==> config.mk <==
export PLATFORM = sky130hd
export DESIGN_NAME = tile_grid_boundary_detect_unit
export DESIGN_NICKNAME = d
export VERILOG_FILES = /design/src/hdl/tgbd_pkg.sv /design/src/hdl/tile_grid_boundary_detect_unit.sv /design/src/hdl/tgbd_line_buf.sv
export SDC_FILE = /design/constraint.sdc
export NUM_CORES = 1
export LEC_CHECK = 0
export ABC_AREA = 1
export BUFFER_PORTS_ARGS = -buffer_cell sky130_fd_sc_hd__buf_2
export CAP_MARGIN = 20
export CELL_PAD_IN_SITES_DETAIL_PLACEMENT = 0
export CELL_PAD_IN_SITES_GLOBAL_PLACEMENT = 1
export CORE_MARGIN = 8
export CORE_UTILIZATION = 54
export CTS_BUF_LIST = sky130_fd_sc_hd__clkbuf_2
export DETAILED_ROUTE_END_ITERATION = 8
export PLACE_DENSITY_LB_ADDON = 0.1
export SYNTH_ARGS = -nofsm -noshare
export SYNTH_HDL_FRONTEND = slang
export SYNTH_SLANG_ARGS = --single-unit
==> constraint.sdc <==
create_clock -name clk_i -period 16.8 [get_ports clk_i]
set_input_delay 1.68 -clock clk_i [delete_from_list [all_inputs] [get_ports clk_i]]
set_output_delay 1.68 -clock clk_i [all_outputs]
set_load 0.01 [all_outputs]
==> src/hdl/tgbd_pkg.sv <==
// shared types and constants for the tile grid boundary detector
// no dependencies; used by tgbd_line_buf, the top level and its checker
package tgbd_pkg;

  localparam int unsigned MaxWidth   = 128;
  localparam int unsigned MaxHeight  = 64;

  localparam int unsigned ColW       = $clog2(MaxWidth);
  localparam int unsigned RowW       = $clog2(MaxHeight);
  localparam int unsigned RowCntW    = $clog2(MaxHeight + 1);

  localparam int unsigned TileIdW    = 32;
  localparam int unsigned WidthRegW  = 8;
  localparam int unsigned HeightRegW = 7;
  localparam int unsigned CfgIdxW    = 2;
  localparam int unsigned CfgDataW   = 8;

  typedef enum logic [CfgIdxW-1:0] {
    RegGridWidth  = 2'd0,
    RegGridHeight = 2'd1
  } cfg_reg_e;

  typedef struct packed {
    logic [TileIdW-1:0] tile_id;
    logic               flush;
  } tile_req_t;

  typedef struct packed {
    logic [ColW-1:0] column;
    logic [RowW-1:0] row;
    logic            is_border;
    logic            last;
  } tile_res_t;

  // occupancy of one column: two rows up and one row up
  typedef struct packed {
    logic upper;
    logic pending;
  } occ_entry_t;

endpackage

==> src/hdl/tile_grid_boundary_detect_unit.sv <==
// top level of the tile grid boundary detector
// depends on tgbd_pkg and tgbd_line_buf
//
// Tiles enter in raster order, one request per clock, and a tile with a
// nonzero id is occupied. The decision for row r leaves while row r+1
// streams in, so row 0 gives no result and every later request gives one;
// after the last row the host sends grid_width flush requests to release
// the bottom row, and its final result carries last. For each request
// the block reads two columns of a 128-entry occupancy line
// buffer and writes one back per cycle, and the read for the next column
// is already under way when a request is taken. in_ready_o falls only
// while a result waits in the output register and out_ready_i is low.
// Writing grid_width or grid_height restarts the stream at row 0.
module tile_grid_boundary_detect_unit (
  input  logic                          clk_i,
  input  logic                          rst_ni,
  input  logic                          in_valid_i,
  output logic                          in_ready_o,
  input  tgbd_pkg::tile_req_t           in_req_i,
  output logic                          out_valid_o,
  input  logic                          out_ready_i,
  output tgbd_pkg::tile_res_t           out_res_o,
  input  logic                          cfg_valid_i,
  output logic                          cfg_ready_o,
  input  logic [tgbd_pkg::CfgIdxW-1:0]  cfg_index_i,
  input  logic [tgbd_pkg::CfgDataW-1:0] cfg_data_i
);
  import tgbd_pkg::*;

  logic [ColW-1:0]    col_q, col_d;
  logic [RowCntW-1:0] row_q, row_d;
  logic [ColW-1:0]    wlast_q, wlast_d;
  logic [RowCntW-1:0] height_q, height_d;
  logic               left_q;
  logic               out_valid_q;
  tile_res_t          out_res_q;

  logic       in_acc;
  logic       first_row;
  logic       row_end;
  logic       occ;
  logic       left_occ;
  logic       right_occ;
  logic       border;
  occ_entry_t rd_a;
  occ_entry_t rd_b;
  occ_entry_t wdata;
  logic [ColW-1:0] raddr_b;

  // out-of-range widths and heights clamp to the legal span
  function automatic logic [ColW-1:0] width_last(logic [WidthRegW-1:0] v);
    logic [ColW-1:0] res;
    if (v == '0) begin
      res = '0;
    end else if (32'(v) > MaxWidth) begin
      res = ColW'(MaxWidth - 1);
    end else begin
      res = ColW'(v - WidthRegW'(1));
    end
    return res;
  endfunction

  function automatic logic [RowCntW-1:0] height_eff(logic [HeightRegW-1:0] v);
    logic [RowCntW-1:0] res;
    if (v == '0) begin
      res = RowCntW'(1);
    end else if (32'(v) > MaxHeight) begin
      res = RowCntW'(MaxHeight);
    end else begin
      res = RowCntW'(v);
    end
    return res;
  endfunction

  assign cfg_ready_o = 1'b1;
  assign in_ready_o  = !out_valid_q || out_ready_i;
  assign in_acc      = in_valid_i && in_ready_o;

  assign first_row = (row_q == '0);
  assign row_end   = (col_q == wlast_q);

  // the row below the grid is always empty
  assign occ = (in_req_i.tile_id != '0) && !in_req_i.flush && (row_q < height_q);

  assign left_occ  = (col_q != '0) && left_q;
  assign right_occ = !row_end && rd_b.pending;
  assign border    = rd_a.pending && (!rd_a.upper || !occ || !left_occ || !right_occ);

  always_comb begin
    wdata.pending = occ;
    wdata.upper   = first_row ? 1'b0 : rd_a.pending;
  end

  always_comb begin
    col_d    = col_q;
    row_d    = row_q;
    wlast_d  = wlast_q;
    height_d = height_q;
    if (cfg_valid_i) begin
      unique case (cfg_index_i)
        RegGridWidth: begin
          wlast_d = width_last(cfg_data_i[WidthRegW-1:0]);
          col_d   = '0;
          row_d   = '0;
        end
        RegGridHeight: begin
          height_d = height_eff(cfg_data_i[HeightRegW-1:0]);
          col_d    = '0;
          row_d    = '0;
        end
        default: ;
      endcase
    end else if (in_acc) begin
      if (row_end) begin
        col_d = '0;
        row_d = (row_q == height_q) ? '0 : row_q + RowCntW'(1);
      end else begin
        col_d = col_q + ColW'(1);
      end
    end
  end

  // read ahead for the column that comes next
  assign raddr_b = col_d + ColW'(1);

  tgbd_line_buf u_line_buf (
    .clk_i     (clk_i),
    .we_i      (in_acc),
    .waddr_i   (col_q),
    .wdata_i   (wdata),
    .raddr_a_i (col_d),
    .raddr_b_i (raddr_b),
    .rdata_a_o (rd_a),
    .rdata_b_o (rd_b)
  );

  always_ff @(posedge clk_i or negedge rst_ni) begin
    if (!rst_ni) begin
      col_q       <= '0;
      row_q       <= '0;
      wlast_q     <= ColW'(MaxWidth - 1);
      height_q    <= RowCntW'(MaxHeight);
      out_valid_q <= 1'b0;
    end else begin
      col_q    <= col_d;
      row_q    <= row_d;
      wlast_q  <= wlast_d;
      height_q <= height_d;
      if (in_acc) begin
        out_valid_q <= !first_row;
      end else if (out_ready_i) begin
        out_valid_q <= 1'b0;
      end
    end
  end

  // left neighbour is the previous column of the row being decided
  always_ff @(posedge clk_i) begin
    if (in_acc) begin
      left_q <= rd_a.pending;
    end
    if (in_acc && !first_row) begin
      out_res_q.column    <= col_q;
      out_res_q.row       <= RowW'(row_q - RowCntW'(1));
      out_res_q.is_border <= border;
      out_res_q.last      <= (row_q == height_q) && row_end;
    end
  end

  assign out_valid_o = out_valid_q;
  assign out_res_o   = out_res_q;

endmodule

==> src/hdl/tgbd_line_buf.sv <==
// two-row occupancy line buffer: one write port, two registered read ports
// depends on tgbd_pkg; a write to an address being read is forwarded
module tgbd_line_buf (
  input  logic                  clk_i,
  input  logic                  we_i,
  input  logic [tgbd_pkg::ColW-1:0] waddr_i,
  input  tgbd_pkg::occ_entry_t  wdata_i,
  input  logic [tgbd_pkg::ColW-1:0] raddr_a_i,
  input  logic [tgbd_pkg::ColW-1:0] raddr_b_i,
  output tgbd_pkg::occ_entry_t  rdata_a_o,
  output tgbd_pkg::occ_entry_t  rdata_b_o
);
  import tgbd_pkg::*;

  occ_entry_t mem_q [MaxWidth];
  occ_entry_t rdata_a_q;
  occ_entry_t rdata_b_q;

  always_ff @(posedge clk_i) begin
    if (we_i) begin
      mem_q[waddr_i] <= wdata_i;
    end
  end

  always_ff @(posedge clk_i) begin
    rdata_a_q <= (we_i && (waddr_i == raddr_a_i)) ? wdata_i : mem_q[raddr_a_i];
    rdata_b_q <= (we_i && (waddr_i == raddr_b_i)) ? wdata_i : mem_q[raddr_b_i];
  end

  assign rdata_a_o = rdata_a_q;
  assign rdata_b_o = rdata_b_q;

endmodule

==> reports/metrics.cfg <==
[finish]
layout_common_cells=edfxtp_1, nor2_1, nand2_1
regArea_sq_um=9070
num-fill-cells=2531
layout_commonest_cell=edfxtp_1
nNetsFinal=1742
multi_input_area_sq_um=5290
area_growth_pct=8.97
layout-drive-gt1-share_pct=15.8
final_cells=2117

[clock_tree]
cts_setup_buffers=0
cts_sinks=309
clkTransAtPathRegs_ps=110
cts.hold.buffers_added=0
cts_tree=yes
clockBufferDepth=3
cts-root-buf=clkbuf_2
cts_resized=0
h-tree-depth=3
worst_skew_pair.late_latency_ps=850
cts_inserted_buffers=79

[pwr]
p_per_area_nw_per_um2=117
comb_power_share_pct=24.3
clkPwrFrac_pct=27.2
intPower_mw=1.28
switchingPower_mw=0.669
max-vdd-ir-drop_mv=0.0644
switching_share_pct=34.3
pwr-share-seq_pct=48.5
p_leak_nw=6.43

[sta]
fin_crit_sh_pct=32.2
final-max-slew-violation-count=0
setup_viol_count_final=0
fmax_mhz=185
relSlewSlack_pct=22.2
finalClockSkew_ps=36.6
setup_tns_ps=0
finalHoldViolations=0
worstMarginPinSlew_ps=1160
rsz0062_at_grt=false
min_period_ps=5410

[floorplan]
coreArea_sq_um=27900
io-pin-count=66
die_area_sq_um=34100
num_rows=61
start_util_pct=55.1
dieHeight_microns=185
die_w_microns=185

[synth]
synth_top_cell_by_area=edfxtp_1
synth_cells=1608
synthTopCellsByArea=edfxtp_1, nor2_1, o21ai_0, nand3_1, nand2_1
ys_warn_count=0
netlist_area_sq_um=15300
syn_area_per_cell_sq_um=9.55
syn_nets=1670
synth_top_area_share_pct=53.2
synthXorXnorAreaFrac_pct=1.00
synth_fa_ha_area_share_pct=1.14
ys_types=53
synth-compound-area-share_pct=11.9
ys_seq_elements=309
ys_seq_area_share_pct=59.1
synth_top_family_by_area=simple AND/OR/NAND/NOR gates
synth-simple-area-share_pct=20.2
yosys-mux-area-fraction_pct=0

[placement]
dp_cells=1974
dpl.hpwl_microns=29000
finalWeightedCongestion=0.944
portBuffers=64

[worst_setup_path]
critPathCaptureType=register
worstSetupPathType=input pin to register
arrival_ps=6200
rr_startpoint=col_q[0]
worst_setup_path_start_kind=input pin
worstPathMaxFanout=84
crit_start=out_ready_i
cp.required_ps=17580

[grt]
grt_usage_pct=26.6
grt_pass1_wl_microns=68700
grt.overflow.total=0
grt_pass1_vias=11600
antenna_found_initial=1
grt_max_degree=90

[run_status]
status=complete, no violations

[hold_path]
min_path_type=register to register
hp-start=height_q[6]

[drt]
dr.pass1.iters=5
wirelength_microns=45300
avgRoutedWirePerCell_microns=21.4
drtAntennaViolNets=0
drcViolationCount=0
vias=12600
via_per_inst=5.93
initialDrtViolationCount=1402

[run]
maxCapViolations=0

-- per-layer routing --
metal	global-route usage [%]	vias up	wire length [microns]
li1	-	5786	-
met1	39.1	6032	20300
met2	39.1	668	19900
met3	5.30	71	4200
met4	8.16	0	896
met5	0	-	0
-- flip-flops by register name (all words and copies together), names as in the netlist, named ones only --
register	flops
left_q	1
u_line_buf.mem_q	256
out_res_o	15
wlast_q	7
height_q	7
col_q	7
row_q	7
out_valid_o	1
u_line_buf.rdata_b_o	1
-- worst max-delay path, stage by stage --
cell and delay, ps:
buf_2 100, inv_2 40, nand2_2 80, nand2_4 130, nand2_1 60, nand2_1 60, inv_1 70, nand3_4 440
nand2_4 640, ha_1 780, buf_16 220, clkinv_1 780, a21oi_1 340, o21ai_0 120, nand3_1 110, nand3_1 70
nand3_1 90, nand3_1 80, nand3_1 80, nand3_1 70, nand2_1 50
-- layout make-up --
type,count,area share (%)
clock inverter,16,0.688
sequential,309,54.2
antenna,1,0.0150
tap,378,2.83
inverter,158,3.59
clock buffer,123,3.68
multi-input combinational,1048,31.6
timing repair buffer,84,3.37
-- power by group through the flow --
stage	clock, mW	sequential (mW)	combinational, mW
after floorplan	0	0.951	0.321
after global placement	0	0.965	0.442
after detailed placement	0	0.962	0.462
after CTS	0.540	0.945	0.463
after global routing	0.576	0.950	0.523
final	0.531	0.945	0.473
-- logic make-up (layout without fill, tap and decap cells) --
kind of cell    count (synthesis)  in the layout
compound gates                321            321
buf+inv                       251            381
other cells                     1              2
xor+xnor                       15             15
simple gates                  697            697
flops                         309            309
fa+ha+maj                      14             14
-- Yosys cell counts (all sizes together) --
| cell type | instances |
|---|---|
| edfxtp | 272 |
| dfxtp | 8 |
| and3 | 1 |
| nand3b | 19 |
| nand3 | 169 |
| o2111a | 1 |
| dfstp | 8 |
| nand2 | 218 |
| o221a | 1 |
| nor4 | 8 |
| nand4 | 6 |
| ha | 14 |
| o311ai | 3 |
| clkinv | 2 |
| buf | 36 |
| nor2 | 263 |
| inv | 156 |
| or2 | 1 |
| o32ai | 2 |
| xor2 | 10 |
| o22ai | 43 |
| xnor2 | 5 |
| nor2b | 1 |
| clkbuf | 57 |
| o211ai | 9 |
| a21oi | 49 |
| nor3 | 9 |
| a31oi | 1 |
| a221oi | 11 |
| a211o | 1 |
| o21bai | 1 |
| o21ai | 187 |
| conb | 1 |
| dfrtp | 21 |
| o221ai | 12 |
| nor3b | 2 |
-- worst paths after layout --
path,endpoint,slack (ps),cells past startpoint
worst max-delay path,u_line_buf.rdata_b_o[0],11390,21
worst max register to register,u_line_buf.rdata_b_o[0],11630,20
worst min-delay path,height_q[6],490,2
worst min register to register,height_q[6],490,2
max in group asynchronous,col_q[4],15460,1
min in group asynchronous,col_q[5],880,1
-- metrics by stage --
step                      power, mW  area [sq um]  setup slack, ps  util (%)  hold slack (ps)
final                          1.95         16700            11390      60.0              489
after global routing           2.05         16700            10940      60.0              518
after CTS                      1.95         16700            10770      59.8              494
after detailed placement       1.42         15900             9880      57.2              478
after global placement         1.41         15800            10030      56.9              479
after floorplan                1.27         15300            11170         -              420
Note: power is estimated with default switching activity, not from simulation.
